$ cat src/sv/brb_pkg.sv
// shared types and constants for the byte ring buffer with overwrite
// no dependencies
`default_nettype none

package brb_pkg;

  localparam int DEPTH_DEF  = 256;
  localparam int BURST_DEF  = 8;
  localparam int DATA_W     = 64;
  localparam int LEN_W      = 4;
  localparam int FILL_W     = 9;
  localparam int CNTR_W     = 32;
  localparam int LOG_NB_DEF = 3;
  localparam int PTR_W_DEF  = 8;

  typedef enum logic [1:0] {
    OP_WRITE = 2'd0,
    OP_READ  = 2'd1,
    OP_CLEAR = 2'd2
  } brb_op_t;

  typedef enum logic [1:0] {
    ST_OK    = 2'd0,
    ST_FULL  = 2'd1,
    ST_EMPTY = 2'd2
  } brb_status_t;

  typedef struct packed {
    logic [1:0]        operation;
    logic [LEN_W-1:0]  byte_length;
    logic [DATA_W-1:0] write_bytes;
  } brb_in_t;

  typedef struct packed {
    logic [1:0]        status;
    logic [LEN_W-1:0]  moved_bytes;
    logic [DATA_W-1:0] read_bytes_out;
    logic [FILL_W-1:0] fill_level;
    logic [CNTR_W-1:0] writes_total;
    logic [CNTR_W-1:0] reads_total;
    logic [CNTR_W-1:0] overflows_total;
  } brb_out_t;

  typedef struct packed {
    logic              en;
    logic [LEN_W-1:0]  cnt;
    logic [DATA_W-1:0] data;
  } brb_wr_t;

endpackage

`default_nettype wire

$ cat src/sv/brb_store.sv
// banked byte store: one write of up to NB consecutive bytes and one read
// of NB consecutive bytes per cycle, read data registered and put in order
// depends on brb_pkg
`default_nettype none

module brb_store #(
  parameter int PTR_W  = brb_pkg::PTR_W_DEF,
  parameter int LOG_NB = brb_pkg::LOG_NB_DEF
) (
  input  wire logic                 clk,
  input  wire brb_pkg::brb_wr_t     wr,
  input  wire logic [PTR_W-1:0]     wr_ptr,
  input  wire logic                 rd_en,
  input  wire logic [PTR_W-1:0]     rd_ptr,
  output logic [(1<<LOG_NB)-1:0][7:0] rd_lanes
);
  import brb_pkg::*;

  localparam int NB    = 1 << LOG_NB;
  localparam int ROW_W = PTR_W - LOG_NB;
  localparam int ROWS  = 1 << ROW_W;

  logic [7:0]        bank_q [NB];
  logic [LOG_NB-1:0] rd_lo_r;

  for (genvar b = 0; b < NB; b++) begin : g_bank
    logic [7:0]        mem [ROWS];
    logic [7:0]        q_r;
    logic [LOG_NB-1:0] wj;
    logic [LOG_NB-1:0] rj;
    logic [PTR_W-1:0]  wa;
    logic [PTR_W-1:0]  ra;

    assign wj = LOG_NB'(b) - wr_ptr[LOG_NB-1:0];
    assign rj = LOG_NB'(b) - rd_ptr[LOG_NB-1:0];
    assign wa = wr_ptr + PTR_W'(wj);
    assign ra = rd_ptr + PTR_W'(rj);

    always_ff @(posedge clk) begin
      if (wr.en && (LEN_W'(wj) < wr.cnt)) begin
        mem[wa[PTR_W-1:LOG_NB]] <= wr.data[8*wj +: 8];
      end
      if (rd_en) begin
        q_r <= mem[ra[PTR_W-1:LOG_NB]];
      end
    end

    assign bank_q[b] = q_r;
  end

  always_ff @(posedge clk) begin
    if (rd_en) begin
      rd_lo_r <= rd_ptr[LOG_NB-1:0];
    end
  end

  // lane j holds the j-th oldest byte of the read window
  always_comb begin
    for (int j = 0; j < NB; j++) begin
      rd_lanes[j] = bank_q[rd_lo_r + LOG_NB'(j)];
    end
  end

endmodule

`default_nettype wire

$ cat src/sv/byte_ring_buffer_overwrite_unit.sv
// top level of the byte ring buffer with optional overwrite of oldest data
// depends on brb_pkg and brb_store
`default_nettype none

// Byte ring buffer of DEPTH bytes (256, fixed by the package) taking write, read and
// clear transactions of up to BURST_BYTES bytes. One transaction is accepted per clock
// cycle while results are taken, and each result passes three registers (input, store
// read data, result) before it is presented. The rate is set by the banked store: bytes
// are spread over a power-of-two number of one-byte banks, each taking one write and
// one read per cycle, so a whole burst moves in one access. Pointer and fill updates
// are a short add and compare in the input stage. The store needs no clearing after
// reset.
module byte_ring_buffer_overwrite_unit #(
  parameter int BURST_BYTES = brb_pkg::BURST_DEF
) (
  input  wire logic              clk,
  input  wire logic              rst_n,
  input  wire logic              in_valid,
  output logic                   in_ready,
  input  wire brb_pkg::brb_in_t  in_data,
  output logic                   out_valid,
  input  wire logic              out_ready,
  output brb_pkg::brb_out_t      out_data,
  input  wire logic              cfg_wr_en,
  input  wire logic              cfg_wr_data
);
  import brb_pkg::*;

  localparam int DEPTH  = DEPTH_DEF;
  localparam int LOG_NB = (BURST_BYTES > 1) ? $clog2(BURST_BYTES) : 1;
  localparam int NB     = 1 << LOG_NB;
  localparam int PTR_A  = $clog2(DEPTH);
  localparam int PTR_W  = (PTR_A > LOG_NB) ? PTR_A : LOG_NB + 1;
  localparam int CNT_W  = $clog2(DEPTH + 1);
  localparam int SUM_W  = CNT_W + 1;
  localparam int FX_W   = (CNT_W > FILL_W) ? CNT_W : FILL_W;
  localparam logic [LEN_W-1:0] BURST_LEN = LEN_W'(BURST_BYTES);

  // pipeline control
  logic     a_valid_r, b_valid_r, out_valid_r;
  logic     a_free, b_free, o_free, a_fire, b_fire;
  brb_in_t  a_r;
  brb_out_t b_res_r, out_data_r;
  logic     b_rd_r;

  // buffer state
  logic              ovw_r;
  logic [PTR_W-1:0]  rp_r, rp_nxt, wp_r, wp_nxt;
  logic [CNT_W-1:0]  held_r, held_nxt;
  logic [CNTR_W-1:0] wr_tot_r, wr_tot_nxt, rd_tot_r, rd_tot_nxt, ovf_r, ovf_nxt;

  logic [LEN_W-1:0]  len_sat, n;
  logic [CNT_W-1:0]  len_ext, space;
  logic [SUM_W-1:0]  sum;
  logic [1:0]        st;
  logic              is_rd;
  logic [FX_W-1:0]   fill_ext;
  brb_wr_t           wr;
  logic [NB-1:0][7:0] rd_lanes;
  logic [DATA_W-1:0] rdata;

  assign o_free   = !out_valid_r || out_ready;
  assign b_free   = !b_valid_r || o_free;
  assign a_free   = !a_valid_r || b_free;
  assign a_fire   = a_valid_r && b_free;
  assign b_fire   = b_valid_r && o_free;
  assign in_ready = a_free;

  always_comb begin
    len_sat    = (a_r.byte_length > BURST_LEN) ? BURST_LEN : a_r.byte_length;
    len_ext    = CNT_W'(len_sat);
    space      = CNT_W'(DEPTH) - held_r;
    sum        = '0;
    n          = '0;
    st         = ST_OK;
    is_rd      = 1'b0;
    rp_nxt     = rp_r;
    wp_nxt     = wp_r;
    held_nxt   = held_r;
    wr_tot_nxt = wr_tot_r;
    rd_tot_nxt = rd_tot_r;
    ovf_nxt    = ovf_r;
    wr.en      = 1'b0;
    wr.data    = a_r.write_bytes;
    case (a_r.operation)
      OP_WRITE: begin
        if (len_sat != '0) begin
          n = len_sat;
          if (len_ext > space) begin
            if (ovw_r) begin
              ovf_nxt = ovf_r + 1'b1;
            end else begin
              n = LEN_W'(space);
            end
          end
          if (n == '0) begin
            st = ST_FULL;
          end else begin
            wr.en      = a_fire;
            wp_nxt     = wp_r + PTR_W'(n);
            sum        = SUM_W'(held_r) + SUM_W'(n);
            wr_tot_nxt = wr_tot_r + 1'b1;
            if (sum > SUM_W'(DEPTH)) begin
              held_nxt = CNT_W'(DEPTH);
              rp_nxt   = rp_r + PTR_W'(sum - SUM_W'(DEPTH));
            end else begin
              held_nxt = CNT_W'(sum);
            end
          end
        end
      end
      OP_READ: begin
        if (len_sat != '0) begin
          if (held_r == '0) begin
            st = ST_EMPTY;
          end else begin
            n          = (len_ext < held_r) ? len_sat : LEN_W'(held_r);
            is_rd      = 1'b1;
            rp_nxt     = rp_r + PTR_W'(n);
            held_nxt   = held_r - CNT_W'(n);
            rd_tot_nxt = rd_tot_r + 1'b1;
          end
        end
      end
      OP_CLEAR: begin
        rp_nxt   = '0;
        wp_nxt   = '0;
        held_nxt = '0;
      end
      default: begin
      end
    endcase
    wr.cnt   = n;
    fill_ext = FX_W'(held_nxt);
  end

  brb_store #(
    .PTR_W  (PTR_W),
    .LOG_NB (LOG_NB)
  ) u_store (
    .clk      (clk),
    .wr       (wr),
    .wr_ptr   (wp_r),
    .rd_en    (a_fire),
    .rd_ptr   (rp_r),
    .rd_lanes (rd_lanes)
  );

  always_ff @(posedge clk) begin
    if (!rst_n) begin
      a_valid_r   <= 1'b0;
      b_valid_r   <= 1'b0;
      out_valid_r <= 1'b0;
      ovw_r       <= 1'b0;
      rp_r        <= '0;
      wp_r        <= '0;
      held_r      <= '0;
      wr_tot_r    <= '0;
      rd_tot_r    <= '0;
      ovf_r       <= '0;
    end else begin
      if (cfg_wr_en) begin
        ovw_r <= cfg_wr_data;
      end
      if (a_free) begin
        a_valid_r <= in_valid;
      end
      if (b_free) begin
        b_valid_r <= a_valid_r;
      end
      if (o_free) begin
        out_valid_r <= b_valid_r;
      end
      if (a_fire) begin
        rp_r     <= rp_nxt;
        wp_r     <= wp_nxt;
        held_r   <= held_nxt;
        wr_tot_r <= wr_tot_nxt;
        rd_tot_r <= rd_tot_nxt;
        ovf_r    <= ovf_nxt;
      end
    end
  end

  always_ff @(posedge clk) begin
    if (in_valid && a_free) begin
      a_r <= in_data;
    end
    if (a_fire) begin
      b_res_r.status          <= st;
      b_res_r.moved_bytes     <= n;
      b_res_r.read_bytes_out  <= '0;
      b_res_r.fill_level      <= fill_ext[FILL_W-1:0];
      b_res_r.writes_total    <= wr_tot_nxt;
      b_res_r.reads_total     <= rd_tot_nxt;
      b_res_r.overflows_total <= ovf_nxt;
      b_rd_r                  <= is_rd;
    end
    if (b_fire) begin
      out_data_r <= {b_res_r.status, b_res_r.moved_bytes, rdata, b_res_r.fill_level,
                     b_res_r.writes_total, b_res_r.reads_total, b_res_r.overflows_total};
    end
  end

  // keep only the bytes this read transaction moved
  always_comb begin
    rdata = '0;
    for (int j = 0; j < NB; j++) begin
      if (b_rd_r && (LEN_W'(j) < b_res_r.moved_bytes)) begin
        rdata[8*j +: 8] = rd_lanes[j];
      end
    end
  end

  assign out_valid = out_valid_r;
  assign out_data  = out_data_r;

  a_held_bound: assert property (@(posedge clk) disable iff (!rst_n)
    held_r <= CNT_W'(DEPTH))
    else $error("fill count above depth");

  a_ptr_span: assert property (@(posedge clk) disable iff (!rst_n)
    (wp_r - rp_r) == PTR_W'(held_r))
    else $error("pointer distance does not match fill count");

  a_moved_bound: assert property (@(posedge clk) disable iff (!rst_n)
    out_valid_r |-> out_data_r.moved_bytes <= BURST_LEN)
    else $error("moved bytes above burst size");

  a_full_nothing: assert property (@(posedge clk) disable iff (!rst_n)
    (out_valid_r && (out_data_r.status == ST_FULL || out_data_r.status == ST_EMPTY))
      |-> (out_data_r.moved_bytes == '0 && out_data_r.read_bytes_out == '0))
    else $error("full or empty transaction moved data");

  a_state_hold: assert property (@(posedge clk) disable iff (!rst_n)
    !a_fire |=> ($stable(held_r) && $stable(rp_r) && $stable(wp_r)))
    else $error("buffer state changed without a transaction");

endmodule

`default_nettype wire
$ cat config.mk
export PLATFORM = sky130hd
export DESIGN_NAME = byte_ring_buffer_overwrite_unit
export DESIGN_NICKNAME = d
export VERILOG_FILES = /design/src/sv/brb_pkg.sv /design/src/sv/brb_store.sv /design/src/sv/byte_ring_buffer_overwrite_unit.sv
export SDC_FILE = /design/constraint.sdc
export NUM_CORES = 2
export LEC_CHECK = 0
export ABC_AREA = 1
export BUFFER_PORTS_ARGS = -buffer_cell sky130_fd_sc_hd__buf_2
export CAP_MARGIN = 40
export CORE_MARGIN = 2
export CORE_UTILIZATION = 45
export CTS_CLUSTER_DIAMETER = 80
export DETAILED_ROUTE_END_ITERATION = 8
export PLACE_DENSITY_LB_ADDON = 0.3
export RECOVER_POWER = 50
export SLEW_MARGIN = 5
export SYNTH_ARGS = -nofsm -noshare
export SYNTH_HDL_FRONTEND = slang
export SYNTH_SLANG_ARGS = --single-unit
$ cat constraint.sdc
create_clock -name clk -period 12.75 [get_ports clk]
set_input_delay 0.6375 -clock clk [delete_from_list [all_inputs] [get_ports clk]]
set_output_delay 0.6375 -clock clk [all_outputs]
set_load 0.005 [all_outputs]
==> flow_summary.yaml <==
floorplan:
  die_x_um: 502.7
  die_y_um: 502.7
  start_util_pct: 45.14
  rows: 183
  core_area_mm2: 0.2480
  die-area_mm2: 0.2527
  ios: 253
pwr:
  p_leak_nw: 44.25
  total_power_mw: 20.20
  ir_drop_v: 0.0001274
  powerDensity_mw_per_mm2: 159.1
yosys:
  synth_nets: 9815
  yosysTopAreaCell: "edfxtp_1"
  synth_seq_cells: 2597
  synth.avg_cell_area_um2: 11.60
  yosys_warnings: 0
  syn_inst: 9652
  async_flop_share_pct: 0
  yosys-top-cells-area: "edfxtp_1, nand2_1, o21ai_0, nor2_1, nand3_1"
  synth_area_mm2: 0.1119
  synth_ff_type: "edfxtp_1"
  synth_top_area_share_pct: 66.32
  ys_types: 60
  synth_edf_count: 2472
  yosysSeqAreaShare_pct: 68.56
drt:
  drcViolationCount: 2
  first_pass_iters: 9
  drtIter0Drc: 10243
  wl_per_cell_um: 24.33
  avgViaCountPerCell: 5.751
  drt-total-wl_um: 329400
  ant_nets: 0
  vias: 77857
clock_network:
  cts_tree: "built"
  clk_pin_slew_ps: 60
  cts_buffers: 290
  worstSkewPairLatency_ps: 970
  cts_sinks: 2597
  clockBufferDepth: 4
  cts_resized: 0
  cts-root-buf: "clkbuf_16"
  htreeDepth: 5
  ctsHoldBuffers: 73
  cts_setup_buffers: 0
hold_path:
  hp-class: "in -> reg"
global_routing:
  grt_usage_pct: 25.59
  grt_max_degree: 164
  first_global_vias: 75175
  antenna_found_initial: 9
  grt_pass1_wl_um: 483300
  grt.overflow.total: 0
cells_and_area:
  drive_gt1_share_pct: 11.82
  nets: 10159
  fillCellCount: 21311
  final_cells: 13538
  syn_to_final_growth_pct: 13.45
  design_area_mm2: 0.1270
worst_setup_path:
  required_ps: 13380
  endpoint_kind: "register"
  worstPathMaxFanout: 61
  worstSetupPathType: "reg -> reg"
  crit_path_start_kind: "register"
  crit_arrival_ps: 9230
run_status:
  violations: "DRC, capacitance limit, slew limit"
  status: "finished, violations left"
placement:
  place_inst: 12957
  placed_cell_area_mm2: 0.1179
  port_buffers: 252
  globalplace.congestion: 0.9500
  post-dp-hpwl_um: 216200
sta:
  tightestPinTransition_ps: 8934
  layout_min_cycle_time_ps: 8599
  rsz0062_at_grt: "false"
  setup_viol: 0
  finClkSkew_ps: 86.00
  drv_slew: 2604
  hold_viol_final: 0
  period_share_pct: 67.44
  fmax_ghz: 0.1163
  slew_headroom_pct: -495.6
  tns_ps: 0
job:
  cap_violations: 65
[worst max-delay path: stages, from the launching register on]
cell	delay, ps
dfxtp_1	1990
ha_1	490
xnor2_2	120
clkbuf_1	1920
clkinv_1	1240
clkbuf_1	1070
o21ai_0	460
nand3_1	180
a32o_1	270
o21ai_0	480
[placed cells by master, fill, tap and decap left out, types with 25 or more instances in the layout]
master	instances
a211oi_1	36
a21oi_1	197
buf_2	169
buf_4	95
bufinv_16	25
clkbuf_1	288
clkbuf_16	295
clkinv_1	55
clkinv_2	50
dfxtp_1	123
dlygate4sd3_1	73
edfxtp_1	2472
ha_1	81
inv_1	515
mux2_2	49
nand2_1	1303
nand3_1	818
nand4_1	47
nand4_2	30
nor2_1	1124
nor3_1	157
o211ai_1	429
o21ai_0	916
o221ai_1	45
o22ai_1	57
or2_2	342
xor2_1	128
[cell type report]
type | instances | area [um2] | share of cell area (%)
Clock inverter | 146 | 1425 | 1.122
Timing Repair Buffer | 589 | 3578 | 2.818
Sequential cell | 2597 | 76740 | 60.43
Multi-Input combinational cell | 5966 | 31330 | 24.68
Inverter | 552 | 2087 | 1.644
Antenna cell | 4 | 10.01 | 0.007883
Tap cell | 3330 | 4167 | 3.281
Clock buffer | 354 | 7644 | 6.019
[layer usage]
layer / routed length (um) / global-route usage (%) / up-vias
met5: 68 / 0 / -
met4: 16640 / 11.44 / 10
met3: 30350 / 4.773 / 714
met2: 150900 / 40.55 / 4019
met1: 131400 / 34.39 / 37819
li1: - / - / 35295
[worst paths after layout]
kind / from / to / slack (ps) / depth (start not counted)
setup / recovery: rp_r[3]$_SDFFE_PN0P_ / u_store.g_bank[3].q_r[2]$_DFFE_PP_ / 4150 / 9
hold / removal: in_valid / a_valid_r$_SDFFE_PN0N_ / 80 / 3
setup reg to reg: rp_r[3]$_SDFFE_PN0P_ / u_store.g_bank[3].q_r[2]$_DFFE_PP_ / 4150 / 9
hold reg to reg: b_res_r[102]$_DFFE_PP_ / out_data[102]$_DFFE_PP_ / 380 / 0
[per-stage QoR]
stage / setup WS, ps / hold slack, ps / util (%)
final: 4151 / 82.20 / 51.21
after global routing: 3576 / 74.71 / 51.20
after CTS: 6489 / 28.86 / 51.50
after detailed placement: 6532 / 404.5 / 47.55
after global placement: 6632 / 400.4 / 47.17
after floorplan: 2945 / 400.3 / -
[cell usage after synthesis, drive strengths merged, types with 4 or more instances]
cell / instances
xnor2: 10
buf: 93
o21a: 4
a221oi: 11
mux2i: 24
a32oi: 9
o22ai: 57
a31oi: 18
fa: 5
nand3: 824
edfxtp: 2472
o211ai: 429
or2: 342
nand2: 1316
nor3: 163
ha: 82
clkinv: 10
nor4: 9
a211oi: 36
mux2: 49
xor2: 141
a21oi: 197
dfxtp: 125
clkbuf: 444
o221ai: 45
o21bai: 16
o21ai: 946
nor2: 1129
inv: 542
and2: 8
nand4: 77
[kinds of logic after synthesis]
kind of cell,Yosys count,synth area share (%)
fa+ha+maj,87,1.006
compound gates,1782,9.403
mux,73,0.7076
flops,2597,68.56
buf+inv,1089,3.752
simple gates,3873,15.38
xor+xnor,151,1.188
[sequential cells by signal (all words and copies together), names as in the netlist]
register and count:
a_r 70, a_valid_r 1, b_rd_r 1, b_res_r 111, b_valid_r 1, held_r 9
out_data 175, out_valid 1, ovf_r 32, ovw_r 1, rd_tot_r 32, rp_r 8
u_store.g_bank.mem 2048, u_store.g_bank.q_r 64, u_store.rd_lo_r 3, wp_r 8, wr_tot_r 32
[power breakdown]
part           leakage, nW  internal, mW  switching, mW
clock network         4.44          4.77           3.32
logic                 16.4         0.624           1.77
registers             23.5          9.62          0.102
(Power assumes the default switching activity.)
